==> src/hdl/pqe_pkg.sv <==
// Shared types and constants for the product-quantization encoder.
// Used by all modules in hdl; no dependencies.
package pqe_pkg;

   localparam int VAL_W  = 16;
   localparam int DIST_W = 38;
   localparam int SQ_W   = 34;

   localparam int MAX_CENTROIDS = 256;

   localparam logic OP_LOAD   = 1'b0;
   localparam logic OP_ENCODE = 1'b1;

   localparam logic [1:0] REG_SEGMENTS  = 2'd0;
   localparam logic [1:0] REG_SUBDIM    = 2'd1;
   localparam logic [1:0] REG_CENTROIDS = 2'd2;

   typedef struct packed {
      logic              operation;
      logic [2:0]        load_segment;
      logic [7:0]        load_centroid;
      logic [3:0]        load_element;
      logic signed [15:0] value;
   } req_payload_type;

   typedef struct packed {
      logic [2:0] segment_index;
      logic [7:0] code;
      logic       last_segment;
   } rsp_payload_type;

   // Control handed from the sequencer to every cell.
   typedef struct packed {
      logic step;      // accumulate this element
      logic first;     // element 0: restart the sum
      logic shift;     // move sums one cell toward the comparator
   } cell_ctrl_type;

endpackage

==> src/hdl/pqe_cell.sv <==
// One centroid cell: codebook slice, squared difference, running sum.
// Depends on pqe_pkg.
module pqe_cell
   import pqe_pkg::*;
#(
   parameter int SEGS   = 8,
   parameter int SUBDIM = 16
) (
   input  logic                   clock,
   input  logic                   reset,
   input  logic                   in_use,
   input  logic                   wr_en,
   input  logic [$clog2(SEGS*SUBDIM)-1:0] wr_addr,
   input  logic [$clog2(SEGS*SUBDIM)-1:0] rd_addr,
   input  logic signed [VAL_W-1:0] wr_data,
   input  logic signed [VAL_W-1:0] x_ff_val,
   input  cell_ctrl_type          ctrl,
   input  logic [DIST_W-1:0]      sum_from_next,
   output logic [DIST_W-1:0]      sum_out
);
   localparam int DEPTH = SEGS * SUBDIM;
   localparam logic [DIST_W-1:0] SAT = {DIST_W{1'b1}};

   logic signed [VAL_W-1:0] mem [DEPTH];
   logic signed [VAL_W-1:0] word_ff;
   logic [SQ_W-1:0]   sq;
   logic signed [VAL_W:0] diff;
   logic [VAL_W:0]    ad;
   logic [DIST_W-1:0] acc;
   logic [DIST_W:0]   tot;
   logic [DIST_W-1:0] sum_ff, sum_in;

   always_ff @(posedge clock) begin
      if (wr_en) begin
         mem[wr_addr] <= wr_data;
      end
      word_ff <= mem[rd_addr];
      if (reset) begin
         sum_ff <= '0;
      end else begin
         sum_ff <= sum_in;
      end
   end

   always_comb begin
      diff = {x_ff_val[VAL_W-1], x_ff_val} - {word_ff[VAL_W-1], word_ff};
      ad   = diff[VAL_W] ? (~diff + 1'b1) : diff;
      sq   = SQ_W'(ad * ad);
      acc  = ctrl.first ? '0 : sum_ff;
      tot  = {1'b0, acc} + {{(DIST_W+1-SQ_W){1'b0}}, sq};
      sum_in = sum_ff;
      // Cells past the centroids in use hold their sums untouched.
      if (in_use) begin
         if (ctrl.step) begin
            sum_in = tot[DIST_W] ? SAT : tot[DIST_W-1:0];
         end else if (ctrl.shift) begin
            sum_in = sum_from_next;
         end
      end
   end

   assign sum_out = sum_ff;
endmodule

==> config.mk <==
export PLATFORM = sky130hd
export DESIGN_NAME = pqe_cell
export DESIGN_NICKNAME = d
export VERILOG_FILES = /design/src/hdl/pqe_pkg.sv /design/src/hdl/pqe_cell.sv
export SDC_FILE = /design/constraint.sdc
export NUM_CORES = 2
export LEC_CHECK = 0
export BUFFER_PORTS_ARGS = -buffer_cell sky130_fd_sc_hd__buf_2
export CORE_ASPECT_RATIO = 0.6
export CORE_UTILIZATION = 23
export CTS_CLUSTER_SIZE = 24
export DETAILED_ROUTE_END_ITERATION = 16
export PLACE_DENSITY = 0.43
export SYNTH_ARGS = -nofsm -noshare
export SYNTH_HDL_FRONTEND = slang
export SYNTH_SLANG_ARGS = --single-unit
export TNS_END_PERCENT = 50
==> constraint.sdc <==
create_clock -name clock -period 11.93 [get_ports clock]
set_input_delay 1.193 -clock clock [delete_from_list [all_inputs] [get_ports clock]]
set_output_delay 1.193 -clock clock [all_outputs]
set_load 0.02 [all_outputs]
Yosys cells after proc, flatten, opt, wreduce, memory -nomap -nowiden --
Memory sizes are Yosys's and may differ from the RTL's. A register that Yosys moved wholly into a read port is not among the register bits. Index checks and enable logic that the tools add are counted.
Cells by class: bitwise operators 1, multiply operators 1, add/subtract/negate cells 3, mux-type cells 7, reductions and logical operators 2
Operators by type and width (count):
- 2-to-1 mux 38 bit | 4
- adder 38 x 34 -> 39 bit | 1
- multiplier 17 x 17 -> 34 bit | 1
- adder 17 x 1 -> 17 bit, second input constant | 1
- 2-to-1 mux 17 bit | 1
- inverter 17 bit | 1
- subtractor 16 x 16 -> 17 bit | 1
- 2-to-1 mux 1 bit | 2
- AND reduction 2 bit | 1
- nonzero test 2 bit | 1
Word-level totals: output and inout bits 38, logic and storage cells 16, RAM bits 2048, memories kept 1, register bits 38
Memories:
- mem | depth 128, width 16, rd ports 1, clocked after memory_dff 1, write ports 1, RTL line pqe_cell.sv:24 | logic signed [VAL_W-1:0] mem [DEPTH];

Depth between registers and ports, before layout --
depth after elaboration 8, mapped depth 37, depth with buffers taken out 35

Worst setup path before layout --
No wires, ideal clock.
path type input port to flip-flop, start in x_ff_val[0], end reg sum_ff[0] (netlist: sum_out[0]), arrival 9565 ps, stages on the path 36, setup slack 2294 ps, cell sequence inv_1 > ha_1 > fa_1 > nand2b_1 > a211o_1 > a21oi_4 > xnor2_4 > nand4b_4 > nor3_4 > a21boi_1 > xnor2_2 > inv_2 > buf_2 > nand2_1 > fa_1 > inv_1 > fa_1 > inv_1 > fa_1 > inv_1 > fa_1 > fa_1 > inv_1 > fa_1 > inv_1 > ha_1 > clkbuf_1 > nand4_1 > nor3_1 > o2111ai_1 > a211oi_1 > nor2_1 > o31ai_1 > buf_2 > o221ai_1 > a21oi_1
On the way: cells in the longest elaborated chain, start to end 8
RTL lines:
- start: declaration | RTL line pqe_cell.sv:16 | input logic signed [VAL_W-1:0] x_ff_val,
- subtractor 16 x 16 -> 17 bit * | RTL line pqe_cell.sv:46 | diff = {x_ff_val[VAL_W-1], x_ff_val} - {word_ff[VAL_W-1], word_ff};
- inverter 17 bit | RTL line pqe_cell.sv:47 | ad = diff[VAL_W] ? (~diff + 1'b1) : diff;
- adder 17 x 1 -> 17 bit | RTL line pqe_cell.sv:47
- 2-to-1 mux 17 bit * | RTL line pqe_cell.sv:47
- multiplier 17 x 17 -> 34 bit * | RTL line pqe_cell.sv:48 | sq = SQ_W'(ad * ad);
- adder 38 x 34 -> 39 bit * | RTL line pqe_cell.sv:50 | tot = {1'b0, acc} + {{(DIST_W+1-SQ_W){1'b0}}, sq};
- 2-to-1 mux 38 bit * | RTL line pqe_cell.sv:55 | sum_in = tot[DIST_W] ? SAT : tot[DIST_W-1:0];
- 2-to-1 mux 38 bit * | RTL line pqe_cell.sv:54 | if (ctrl.step) begin
- end signal: assignment | RTL line pqe_cell.sv:41 | sum_ff <= sum_in;
- end: declaration | RTL line pqe_cell.sv:31 | logic [DIST_W-1:0] sum_ff, sum_in;
Every way passes the cells marked *; elsewhere a longest branch is shown, timed or not. A chain may end at the register's enable or synchronous reset.

Worst setup path in the final report --
start in x_ff_val[0], end reg sum_ff[2] (netlist: sum_out[2])
The elaborated chain is that of the path after synthesis.

==> impl_metrics.toml <==
[run_status]
status = "complete, no violations"

[grt]
grt_max_degree = 132
antenna_found_initial = 56
grt_pass1_vias = 47180
grt_usage = 0.1334
grt_pass1_wl_mm = 380.2
grt_overflow_total = 0

[setup_path]
cp-startpoint = "x_ff_val[0]"
crit_type = "input pin to register"
cpPeakStageDelay_ns = 0.64
crit_top_cell = "fa_1"
worstPathRequired_ns = 12.68
crit_fanout = 19
timing.rr.start = "word_ff[0]$_DFF_P_"
crit_path_start_kind = "input pin"
cp.arrival_ns = 11.22
crit_path_end_kind = "register"
critical_path.slowest_cell = "xnor2_2"

[clock_tree]
cts.sinks = 2102
cts_setup_buffers = 0
cts-hold-fix-buffers = 0
post_cts_resized = 0
insertion_delay_ns = 0.86
root_buffer = "clkbuf_16"
tritoncts = "done"
path_clk_slew_ns = 0.06
htree_levels = 4
cts_max_path_buffers = 4
cts_made_buffers = 211

[sta]
slew_headroom = 0.1701
period_share = 0.8778
finalSetupTns_ns = 0
setup_viol = 0
rsz0062_at_grt = "false"
slew_violations = 0
skew_ns = 0.04885
max_freq_ghz = 0.09549
setup_ws_ns = 1.458
fin_worst_hold_slack_ns = 0.4615
tightestPinTransition_ns = 1.245
hold_viol = 0
min_period_ns = 10.47

[detailed_routing]
drt-total-wl_mm = 272.2
initialDrtViolationCount = 5231
drc_errors = 0
wl_per_cell_um = 26.31
ant_nets = 0
firstDrtPassIters = 5
routed-via-count = 46300
routed_via_density = 4.476

[synth]
ys_warn_count = 0
synthFlopType = "edfxtp_1"
synth_seq_cells = 2102
synth_cell_types = 88
avgSynthCellArea_um2 = 19.68
ys_async_sr_fraction = 0
netlist_area_um2 = 91260
synth_edf_count = 2048
postSynthCellCount = 4637
ys_seq_area_frac = 0.6858

[place]
hpwl_mm = 170.6
dp_slack_ns = 0.6869
place_congestion = 0.8123
numPortBuffers = 128

[floorplanning]
initial_utilization = 0.2320
die_area_um2 = 399400
core_um2 = 393300
fp.dieW_um = 815.2
ioPinCount = 129
num_rows = 178
die_y_um = 489.9

[min_path]
min_from = "sum_out[1]$_SDFFE_PP0P_"
hold_class = "register to register"

[final_layout]
drive_gt1_frac = 0.2858
area.growth.synth_to_final_pct = 16.43
fin_nets = 5401

[flow_run]
cap_violations = 0
[layer usage]
layer,vias to the layer above,wire [um],global-route usage
li1,19020,-,-
met1,25390,137700,0.2166
met2,1566,108200,0.1806
met3,303,21690,0.02975
met4,18,4448,0.02169
met5,-,97,0
[path summary, 6_finish.rpt]
check	endpoint	slack, ns	cells after the start
setup reg to reg	sum_out[2]$_SDFFE_PP0P_	1.77	32
setup / recovery	sum_out[2]$_SDFFE_PP0P_	1.46	34
hold reg to reg	sum_out[1]$_SDFFE_PP0P_	0.46	2
hold / removal	sum_out[1]$_SDFFE_PP0P_	0.46	2
[flip-flops by register name (all words and copies together), names as in the netlist]
signal	count
word_ff	16
mem	2048
sum_out	38
[worst max-delay path, delay by kind of cell]
family                     cells  cell delay [ns]
adders and majority gates      9             4.06
AOI/OAI and AO/OA              8             2.51
and+or+nand+nor                7             1.57
buffers and inverters          8             1.07
xor gates and xnor gates       2             0.83
[cells in the mapped netlist (all sizes together), types with 5 or more instances]
library cell / count / share of area
and3: 9 / 0.00062
or3: 9 / 0.00062
mux4: 672 / 0.17
edfxtp: 2048 / 0.67
o21a: 11 / 0.00090
fa: 226 / 0.050
nand2: 204 / 0.0085
nand3: 32 / 0.0018
nor3: 24 / 0.0014
dfxtp: 54 / 0.012
mux2: 17 / 0.0021
a21o: 23 / 0.0019
xor2: 17 / 0.0016
a31oi: 6 / 0.00041
nor4: 5 / 0.00048
o221ai: 32 / 0.0031
nor2b: 33 / 0.0023
nand2b: 18 / 0.0012
xnor2: 40 / 0.0041
o31a: 5 / 0.00048
buf: 75 / 0.0034
nor2: 214 / 0.0091
and2: 22 / 0.0016
clkbuf: 149 / 0.0061
o211ai: 9 / 0.00074
inv: 354 / 0.015
ha: 126 / 0.017
a21oi: 79 / 0.0045
nand4: 7 / 0.00048
a211oi: 5 / 0.00047
o21ai: 44 / 0.0025
[per-stage QoR]
| stage | cells | cell area, um2 | util |
|---|---|---|---|
| 6_report | 10340 | 106200 | 0.2701 |
| 5_1_grt | 10340 | 106200 | 0.2701 |
| 4_1_cts | 10340 | 106200 | 0.2701 |
| 3_5_place_dp | 9965 | 99640 | 0.2533 |
| 3_3_place_gp | 9965 | 99640 | 0.2533 |
| 2_1_floorplan | 4646 | 91290 | - |
[cells by family (layout without fill, tap and decap cells)]
kind of cell | count (synthesis) | count (layout) | synth area share
flops | 2102 | 2102 | 0.6858
mux | 690 | 690 | 0.1681
simple gates | 595 | 595 | 0.02988
buf+inv | 580 | 1050 | 0.02414
fa+ha+maj | 352 | 352 | 0.06685
compound gates | 259 | 259 | 0.01947
xor+xnor | 57 | 57 | 0.005759
other cells | 2 | 18 | 0.00008230
[cell usage in the layout, fill, tap and decap left out, drive strengths merged, types with 40 or more instances in the layout]
cell,n
a21oi,79
buf,323
clkbuf,254
clkinv,90
dfxtp,54
edfxtp,2048
fa,226
ha,126
inv,360
mux4,672
nand2,204
nor2,214
o21ai,44
xnor2,40
[final cells by class]
type / instances / area [um2]
repair buffers: 323 / 2256
clock inverters: 117 / 1017
diodes: 7 / 17.52
multi-input cells: 1964 / 26930
flip-flops and latches: 2102 / 62580
inverters: 356 / 1336
clock buffers: 254 / 5578
fillers: 39190 / 287100
well taps: 5220 / 6531
Power is left out: the tool's default activity adds up to more than one toggle a clock period on the data nets, which glitch-free logic cannot reach.
